===== src/rtl/core/cc10_pkg.sv =====
// ----------------------------------------------------------------------------
// cc10_pkg: shared types and constants for the 10-bit coefficient packer
// Holds the compression constants and the queue transaction type.
// ----------------------------------------------------------------------------
package cc10_pkg;

   localparam int unsigned COEFF_W     = 13;
   localparam int unsigned WIDE_W      = 16;
   localparam int unsigned COMP_W      = 10;
   localparam int unsigned NUMER_W     = 27;
   localparam int unsigned RECIP_W     = 21;
   localparam int unsigned RECIP_SHIFT = 32;
   localparam int unsigned PROD_W      = NUMER_W + RECIP_W;
   localparam int unsigned REM_W       = 13;
   localparam int unsigned BYTE_W      = 8;
   localparam int unsigned RES_W       = 6;
   localparam int unsigned RES_CNT_W   = 3;

   localparam logic [WIDE_W-1:0]    MODULUS      = 16'd3329;
   localparam logic [NUMER_W-1:0]   HALF_MODULUS = 27'd1664;
   // floor(2^32 / 3329)
   localparam logic [RECIP_W-1:0]   RECIP        = 21'd1290167;
   localparam logic [REM_W-1:0]     MODULUS_LO   = 13'd3329;
   localparam logic [RES_CNT_W-1:0] FULL_COUNT   = 3'd6;
   localparam logic [RES_CNT_W-1:0] COUNT_STEP   = 3'd2;

   // one compressed coefficient waiting to be packed
   typedef struct packed {
      logic [COMP_W-1:0] value;
      logic              last;
   } item_type;

   // front pipeline occupancy
   typedef struct packed {
      logic s1_valid;
      logic s2_valid;
   } front_status_type;

   // back end state, seen by the top level checks
   typedef struct packed {
      logic                 pend_valid;
      logic [RES_CNT_W-1:0] residual_count;
   } back_status_type;

endpackage


===== src/rtl/core/cc10_compress.sv =====
// ----------------------------------------------------------------------------
// cc10_compress: front end, coefficient compression pipeline
// Folds negative coefficients into range and divides by the modulus with a
// reciprocal multiply and a single correction step. Two register stages.
// ----------------------------------------------------------------------------
module cc10_compress (
   input  logic                                  clock,
   input  logic                                  reset,
   input  logic                                  in_valid,
   input  logic signed [cc10_pkg::COEFF_W-1:0]   in_coefficient,
   input  logic                                  in_vector_end,
   output logic                                  out_push,
   output cc10_pkg::item_type                    out_item,
   output cc10_pkg::front_status_type            status
);

   logic [cc10_pkg::WIDE_W-1:0]  wide;
   logic [cc10_pkg::WIDE_W-1:0]  folded;
   logic [cc10_pkg::NUMER_W-1:0] numer;
   logic [cc10_pkg::PROD_W-1:0]  product;
   logic [cc10_pkg::REM_W-1:0]   remainder;

   logic                           s1_valid_ff, s1_valid_in;
   logic [cc10_pkg::NUMER_W-1:0]   s1_numer_ff;
   logic                           s1_last_ff;
   logic                           s2_valid_ff, s2_valid_in;
   logic [cc10_pkg::REM_W-1:0]     s2_quot_ff;
   logic [cc10_pkg::REM_W-1:0]     s2_numer_lo_ff;
   logic                           s2_last_ff;

   // sign extend to 16 bits, add the modulus to negatives with 16-bit wrap
   assign wide   = {{(cc10_pkg::WIDE_W-cc10_pkg::COEFF_W){in_coefficient[cc10_pkg::COEFF_W-1]}},
                    in_coefficient};
   assign folded = wide[cc10_pkg::WIDE_W-1] ? wide + cc10_pkg::MODULUS : wide;
   assign numer  = {1'b0, folded, {cc10_pkg::COMP_W{1'b0}}} + cc10_pkg::HALF_MODULUS;

   // estimate is the true quotient or one below it
   assign product = cc10_pkg::PROD_W'(s1_numer_ff) * cc10_pkg::PROD_W'(cc10_pkg::RECIP);

   // remainder stays below twice the modulus, so 13 low bits suffice
   assign remainder = s2_numer_lo_ff - cc10_pkg::REM_W'(s2_quot_ff * cc10_pkg::MODULUS_LO);

   assign s1_valid_in = in_valid;
   assign s2_valid_in = s1_valid_ff;

   always_ff @(posedge clock) begin
      if (reset) begin
         s1_valid_ff <= 1'b0;
         s2_valid_ff <= 1'b0;
      end else begin
         s1_valid_ff <= s1_valid_in;
         s2_valid_ff <= s2_valid_in;
      end
      if (in_valid) begin
         s1_numer_ff <= numer;
         s1_last_ff  <= in_vector_end;
      end
      if (s1_valid_ff) begin
         s2_quot_ff     <= product[cc10_pkg::RECIP_SHIFT +: cc10_pkg::REM_W];
         s2_numer_lo_ff <= s1_numer_ff[cc10_pkg::REM_W-1:0];
         s2_last_ff     <= s1_last_ff;
      end
   end

   assign out_push       = s2_valid_ff;
   assign out_item.value = s2_quot_ff[cc10_pkg::COMP_W-1:0]
                         + cc10_pkg::COMP_W'(remainder >= cc10_pkg::MODULUS_LO);
   assign out_item.last  = s2_last_ff;

   assign status.s1_valid = s1_valid_ff;
   assign status.s2_valid = s2_valid_ff;

endmodule


===== src/rtl/core/cc10_fifo.sv =====
// ----------------------------------------------------------------------------
// cc10_fifo: short queue between compression front end and packer
// Circular buffer with occupancy count; writes are credited by the top level.
// ----------------------------------------------------------------------------
module cc10_fifo #(
   parameter int DEPTH = 4
) (
   input  logic                           clock,
   input  logic                           reset,
   input  logic                           push,
   input  cc10_pkg::item_type             push_item,
   input  logic                           pop,
   output logic                           pop_valid,
   output cc10_pkg::item_type             pop_item,
   output logic [$clog2(DEPTH+1)-1:0]     count
);

   localparam int AW = $clog2(DEPTH);
   localparam int CW = $clog2(DEPTH+1);

   cc10_pkg::item_type mem_ff [DEPTH];
   logic [AW-1:0] wr_ptr_ff, wr_ptr_in;
   logic [AW-1:0] rd_ptr_ff, rd_ptr_in;
   logic [CW-1:0] count_ff, count_in;

   assign wr_ptr_in = (wr_ptr_ff == AW'(DEPTH-1)) ? '0 : wr_ptr_ff + 1'b1;
   assign rd_ptr_in = (rd_ptr_ff == AW'(DEPTH-1)) ? '0 : rd_ptr_ff + 1'b1;

   always_comb begin
      case ({push, pop})
         2'b10:   count_in = count_ff + 1'b1;
         2'b01:   count_in = count_ff - 1'b1;
         default: count_in = count_ff;
      endcase
   end

   always_ff @(posedge clock) begin
      if (push) begin
         mem_ff[wr_ptr_ff] <= push_item;
      end
   end

   always_ff @(posedge clock) begin
      if (reset) begin
         wr_ptr_ff <= '0;
         rd_ptr_ff <= '0;
         count_ff  <= '0;
      end else begin
         if (push) begin
            wr_ptr_ff <= wr_ptr_in;
         end
         if (pop) begin
            rd_ptr_ff <= rd_ptr_in;
         end
         count_ff <= count_in;
      end
   end

   assign pop_valid = (count_ff != '0);
   assign pop_item  = mem_ff[rd_ptr_ff];
   assign count     = count_ff;

endmodule


===== src/rtl/core/cc10_packer.sv =====
// ----------------------------------------------------------------------------
// cc10_packer: back end, little-endian bit packer
// Merges each 10-bit value with the carried bits and emits one byte a cycle
// unless stalled, via an output register, holding a second byte when ready.
// ----------------------------------------------------------------------------
module cc10_packer (
   input  logic                                 clock,
   input  logic                                 reset,
   input  logic                                 item_valid,
   input  cc10_pkg::item_type                   item,
   output logic                                 item_pop,
   output logic                                 rsp_valid,
   input  logic                                 rsp_stall,
   output logic [cc10_pkg::BYTE_W-1:0]          rsp_packed_byte,
   output logic                                 rsp_byte_last,
   output cc10_pkg::back_status_type            status
);

   localparam int ACC_W = 2 * cc10_pkg::BYTE_W;

   logic                              load;
   logic                              two_bytes;
   logic [ACC_W-1:0]                  acc;

   logic                              out_valid_ff;
   logic [cc10_pkg::BYTE_W-1:0]       out_byte_ff;
   logic                              out_last_ff;
   logic                              pend_valid_ff;
   logic [cc10_pkg::BYTE_W-1:0]       pend_byte_ff;
   logic                              pend_last_ff;
   logic [cc10_pkg::RES_W-1:0]        residual_bits_ff;
   logic [cc10_pkg::RES_CNT_W-1:0]    residual_count_ff;

   assign load      = !out_valid_ff || !rsp_stall;
   assign item_pop  = load && !pend_valid_ff && item_valid;
   assign two_bytes = item.last || (residual_count_ff == cc10_pkg::FULL_COUNT);

   // bits above count plus ten stay zero, which gives the zero padding on flush
   assign acc = (ACC_W'(item.value) << residual_count_ff) | ACC_W'(residual_bits_ff);

   always_ff @(posedge clock) begin
      if (reset) begin
         out_valid_ff      <= 1'b0;
         pend_valid_ff     <= 1'b0;
         residual_bits_ff  <= '0;
         residual_count_ff <= '0;
      end else if (load) begin
         if (pend_valid_ff) begin
            out_valid_ff  <= 1'b1;
            out_byte_ff   <= pend_byte_ff;
            out_last_ff   <= pend_last_ff;
            pend_valid_ff <= 1'b0;
         end else if (item_valid) begin
            out_valid_ff  <= 1'b1;
            out_byte_ff   <= acc[cc10_pkg::BYTE_W-1:0];
            out_last_ff   <= 1'b0;
            pend_valid_ff <= two_bytes;
            pend_byte_ff  <= acc[ACC_W-1:cc10_pkg::BYTE_W];
            pend_last_ff  <= item.last;
            if (two_bytes) begin
               residual_bits_ff  <= '0;
               residual_count_ff <= '0;
            end else begin
               residual_bits_ff  <= acc[cc10_pkg::BYTE_W +: cc10_pkg::RES_W];
               residual_count_ff <= residual_count_ff + cc10_pkg::COUNT_STEP;
            end
         end else begin
            out_valid_ff <= 1'b0;
         end
      end
   end

   assign rsp_valid       = out_valid_ff;
   assign rsp_packed_byte = out_byte_ff;
   assign rsp_byte_last   = out_last_ff;

   assign status.pend_valid     = pend_valid_ff;
   assign status.residual_count = residual_count_ff;

endmodule


===== src/rtl/core/coeff_compress_10bit_packer.sv =====
// ----------------------------------------------------------------------------
// coeff_compress_10bit_packer: 10-bit coefficient compressor and byte packer
// Compresses signed coefficients to 10 bits and streams them as packed bytes.
// ----------------------------------------------------------------------------
// A coefficient can be accepted every cycle while the queue has room; the
// front end compresses it in a two-stage pipeline (reciprocal multiply, then
// a remainder correction) and queues the 10-bit value. The packer emits one
// byte per cycle through its output register while rsp_stall is low, so
// the sustained rate is set by the byte port: five bytes per four
// coefficients within a vector, and always two bytes for the coefficient
// that ends a vector, the second one marked last. The first byte of a
// coefficient passes through both front-end stages, the queue and the
// packer output register before it shows on rsp_valid.
// QUEUE_DEPTH sets how many coefficients may be in flight between the input
// and the packer; req_stall rises when that many are held.
// ----------------------------------------------------------------------------
module coeff_compress_10bit_packer #(
   parameter int QUEUE_DEPTH = 4
) (
   input  logic                                 clock,
   input  logic                                 reset,
   input  logic                                 req_valid,
   output logic                                 req_stall,
   input  logic signed [cc10_pkg::COEFF_W-1:0]  req_coefficient,
   input  logic                                 req_vector_end,
   output logic                                 rsp_valid,
   input  logic                                 rsp_stall,
   output logic [cc10_pkg::BYTE_W-1:0]          rsp_packed_byte,
   output logic                                 rsp_byte_last
);

   localparam int CW = $clog2(QUEUE_DEPTH+1);

   logic                            req_accept;
   logic                            push;
   cc10_pkg::item_type              push_item;
   logic                            pop;
   logic                            pop_valid;
   cc10_pkg::item_type              pop_item;
   logic [CW-1:0]                   fifo_count;
   logic [CW:0]                     occupancy;
   cc10_pkg::front_status_type      front_status;
   cc10_pkg::back_status_type       back_status;

   // count items still in the pipeline against the queue space
   assign occupancy  = {1'b0, fifo_count} + (CW+1)'(front_status.s1_valid)
                     + (CW+1)'(front_status.s2_valid);
   assign req_stall  = (occupancy >= (CW+1)'(QUEUE_DEPTH));
   assign req_accept = req_valid && !req_stall;

   cc10_compress u_compress (
      .clock          (clock),
      .reset          (reset),
      .in_valid       (req_accept),
      .in_coefficient (req_coefficient),
      .in_vector_end  (req_vector_end),
      .out_push       (push),
      .out_item       (push_item),
      .status         (front_status)
   );

   cc10_fifo #(
      .DEPTH (QUEUE_DEPTH)
   ) u_fifo (
      .clock     (clock),
      .reset     (reset),
      .push      (push),
      .push_item (push_item),
      .pop       (pop),
      .pop_valid (pop_valid),
      .pop_item  (pop_item),
      .count     (fifo_count)
   );

   cc10_packer u_packer (
      .clock           (clock),
      .reset           (reset),
      .item_valid      (pop_valid),
      .item            (pop_item),
      .item_pop        (pop),
      .rsp_valid       (rsp_valid),
      .rsp_stall       (rsp_stall),
      .rsp_packed_byte (rsp_packed_byte),
      .rsp_byte_last   (rsp_byte_last),
      .status          (back_status)
   );

   a_no_overflow: assert property (@(posedge clock) disable iff (reset)
      push |-> (fifo_count != CW'(QUEUE_DEPTH)))
      else $error("queue written while full");

   a_credit_bound: assert property (@(posedge clock) disable iff (reset)
      occupancy <= (CW+1)'(QUEUE_DEPTH))
      else $error("more items in flight than queue space");

   a_residual_even: assert property (@(posedge clock) disable iff (reset)
      (back_status.residual_count == 3'd0) || (back_status.residual_count == 3'd2) ||
      (back_status.residual_count == 3'd4) || (back_status.residual_count == 3'd6))
      else $error("carried bit count out of step");

   a_pend_behind_output: assert property (@(posedge clock) disable iff (reset)
      back_status.pend_valid |-> rsp_valid)
      else $error("held byte without a byte on the output");

endmodule


===== config.mk =====
export PLATFORM = sky130hd
export DESIGN_NAME = coeff_compress_10bit_packer
export DESIGN_NICKNAME = d
export VERILOG_FILES = /design/src/rtl/core/cc10_pkg.sv /design/src/rtl/core/cc10_compress.sv /design/src/rtl/core/cc10_fifo.sv /design/src/rtl/core/cc10_packer.sv /design/src/rtl/core/coeff_compress_10bit_packer.sv
export SDC_FILE = /design/constraint.sdc
export NUM_CORES = 1
export LEC_CHECK = 0
export BUFFER_PORTS_ARGS = -buffer_cell sky130_fd_sc_hd__buf_2
export CAP_MARGIN = 5
export CORE_UTILIZATION = 57
export CTS_CLUSTER_DIAMETER = 40
export CTS_CLUSTER_SIZE = 30
export DETAILED_ROUTE_END_ITERATION = 16
export PLACE_DENSITY = 0.76
export SLEW_MARGIN = 15
export SYNTH_ARGS = -nofsm -noshare
export SYNTH_HDL_FRONTEND = slang
export SYNTH_SLANG_ARGS = --single-unit

===== constraint.sdc =====
create_clock -name clock -period 6.3 [get_ports clock]
set_clock_uncertainty 0.2 [all_clocks]
set_input_delay 0.315 -clock clock [delete_from_list [all_inputs] [get_ports clock]]
set_output_delay 0.315 -clock clock [all_outputs]
set_load 0.005 [all_outputs]

==> summary.md <==
| Metric | Value |
|---|---|
| Post-route setup slack | -0.00516 ns |
| Tightest Pin Transition | about 1.1 ns |
| Most frequent cells in the layout | inv_1, ha_1, fa_1 |
| Share of the synthesized area in the top cell type | between 20% and 30% |
| Failing checks | negative setup slack |
| Detail Route Antenna Nets | 0 |
| Startpoint Class | flop |
| Grt total ovfl | 0 |
| Die W | approximately 150 µm |
| Worst Path Class, Setup | reg -> reg |
| Syn-to-layout area delta | 17.4% |
| Clock sinks | 118 |
| Maximum clock insertion buffer count | 2 |
| Initial antenna violation count | 0 |
| Hold Fails Final Rpt | 0 |
| H-tree depth reported by CTS | 4 |
| Mapped cell area | roughly 0.013 mm² |
| Fin. max-slew vios | 0 |
| Post-synthesis compound-gate area fraction | under 10% |
| Max Cap Viol | 0 |
| GP Congestion | slightly above 0.9 |
| Row count | 55 |
| Placed Area | about 0.014 mm² |
| CTS buffer count | 17 |
| Initial DRT Pass Iterations | 5 |
| Worst skew pair latency | around 0.42 ns |
| Clock transition at the registers of the reported paths | around 0.060 ns |
| Final #Nets | 1745 |
| Syn_area_per_cell | 10.9 µm² |
| Cells after Synth | 1216 |
| CTS tree | done |
| Type of the worst min-delay path | in -> reg |
| Slew headroom | between 20% and 30% |
| Layout cells sized above 1 | 19.7% |
| Main synth FF type | edfxtp_1 |
| # diodes | 0 |
| Iter 0 DRT Violations | ~480 |
| Fin crit period | 6.31 ns |
| Leading cell type in the layout, fill and taps excluded | inv_1 |
| Pin count of the biggest net entering global routing | 27 |
| Maximum operating frequency | between 150 and 200 MHz |
| Synth Register Bits | approximately 120 |
| Largest area contributor in the netlist | fa_1 |
| PortBufs | 28 |
| Via count | 8953 |
| Cell chain of the critical path | buf_6, ha_4, fa_1, inv_1, fa_1, inv_2, fa_1, inv_2, fa_1, inv_1, fa_1, fa_1, ha_4, nand2_2, or3_4, nor4b_4, o21ai_2, nand2_2, a311oi_4, o41ai_2, xor2_1 |
| Number of synthesized flops with an enable pin | just under 100 |
| Setup crit end kind | flop |
| Drt total wl | slightly below 30000 µm |
| Die height | around 150 µm |
| All-layer global routing usage | 26.0% |
| Outcome | finished, violations left |
| Tcrit/Tclk final | 100% |
| IO Pins | 29 |
| Number of global-route vias before repair | ~9300 |
| Unrepaired setup endpoints after global routing | yes |
| Synth Area in Simple Gates | roughly 6.2% |
| Synth area leaders | fa_1, edfxtp_1, ha_1 |
| Library cells used by synthesis | 65 |
| CP Max Fanout | 4 |
| Cell mode on critical path | fa_1 |
| Worst Path Arrival | roughly 6.3 ns |
| Sequential share of the synthesized area | roughly 25% |
| Vias per cell | between 5 and 6 |
| Yosys warnings | 0 |
| Adder-cell share of the synthesized area | between 40 and 50% |
| Setup violators final | 1 |
| Initial Util | 58.2% |
| # DRC | 0 |
| Fin area | 0.0155 mm² |
| Post-synth ARST share | 0% |
| Synth Area in XOR/XNOR | 4.57% |
| Die area | roughly 0.024 mm² |
| First-pass GRT wire length | approximately 47000 µm |
| Root Driver | clkbuf_16 |
| Syn Nets | between 1500 and 2000 |
| Slowest stage delay, CP | ~0.53 ns |
| Core box area | 0.0227 mm² |
| CP required | between 6 and 7 ns |
| Crit-path slowest cell | fa_1 |
| HPWL after DPL | between 20000 and 25000 µm |
| Mux cell area share after synthesis | under 10% |
| Largest family of logic cells by synthesized area | adder cells |
| Wire length per cell | approximately 18 µm |
worst max-delay path: cells and delay by family, from the launching register on:
kind	cells	cell delay [ns]
AO/OA/AOI/OAI	3	0.45
buffers and inverters	5	0.35
AND/OR/NAND/NOR	4	0.86
flip-flops	1	0.48
adder cells (fa/ha/maj)	8	3.56
XOR/XNOR	1	0.13
registers in the layout, summed over array words and instances (netlist names), 3 cells and up, named ones only:
name / flops
u_fifo.mem_ff: 44
u_compress.s1_numer_ff: 17
u_compress.s2_quot_ff: 13
u_packer.pend_byte_ff: 8
u_packer.rsp_packed_byte: 8
u_packer.residual_bits_ff: 6
u_compress.s2_numer_lo_ff: 3
u_fifo.count: 3
through the flow:
step	worst slack [ns]	util (%)	cells	hold slack (ns)	TNS, ns
finish	-0.00516	68.4	1653	0.0525	-0.00516
global route	-0.199	68.4	1653	0.0594	-0.882
CTS	0.000548	66.9	1645	0.0405	0
detailed placement	-0.321	63.0	1595	0.213	-1.11
global placement	-0.156	63.0	1595	0.216	-0.442
floorplan	0.0421	-	1216	0.187	0
kinds of logic after synthesis:
group / Yosys count
adders and majority gates: 373
buffers and inverters: 332
and+or+nand+nor: 161
AOI/OAI and AO/OA: 141
DFF: 118
xor gates and xnor gates: 69
muxes: 22
cell type report:
cell class	instances	area, µm²
Tap cell	285	357
Clock buffer	17	425
Sequential cell	118	3330
Clock inverter	15	144
Timing Repair Buffer	144	1070
Fill cell	1611	7180
Multi-Input combinational cell	766	9050
Inverter	308	1160
synthesized netlist by cell type, types with 16 or more instances:
| cell type | n |
|---|---|
| a21o_1 | 20 |
| a21oi_1 | 46 |
| clkbuf_1 | 16 |
| dfxtp_1 | 21 |
| edfxtp_1 | 97 |
| fa_1 | 170 |
| ha_1 | 202 |
| inv_1 | 308 |
| nand2_1 | 37 |
| nor2_1 | 44 |
| o21ai_0 | 30 |
| xnor2_1 | 48 |
| xor2_1 | 21 |
repair_timing:
action / CTS / global route
hold buffers: 2 / 0
pin swaps: 30 / 52
endpoints found under the setup margin: 10 / 12
resized for setup: 31 / 63
endpoints found under the hold margin: 2 / 0
setup buffers: 16 / 9
cloned: 0 / 0
per-layer routing:
layer	track usage [%]	routed length [µm]	vias to the layer above
li1	-	-	4221
met1	33.5	12600	4494
met2	43.7	14700	191
met3	5.83	1520	47
met4	8.20	678	0
met5	0	0	-
final timing paths:
kind / slack, ns / startpoint / cells after the start / endpoint
max reg2reg: -0.005 / u_compress.s1_numer_ff[19]$_DFFE_PP_ / 21 / u_compress.s2_quot_ff[10]$_DFFE_PP_
max: -0.005 / u_compress.s1_numer_ff[19]$_DFFE_PP_ / 21 / u_compress.s2_quot_ff[10]$_DFFE_PP_
min reg2reg: 0.22 / u_compress.s1_last_ff$_DFFE_PP_ / 0 / u_compress.s2_last_ff$_DFFE_PP_
min: 0.05 / req_coefficient[5] / 2 / u_compress.s1_numer_ff[15]$_DFFE_PP_
Power is left out: the tool's default activity adds up to more than one toggle a clock period on the data nets, which glitch-free logic cannot reach.
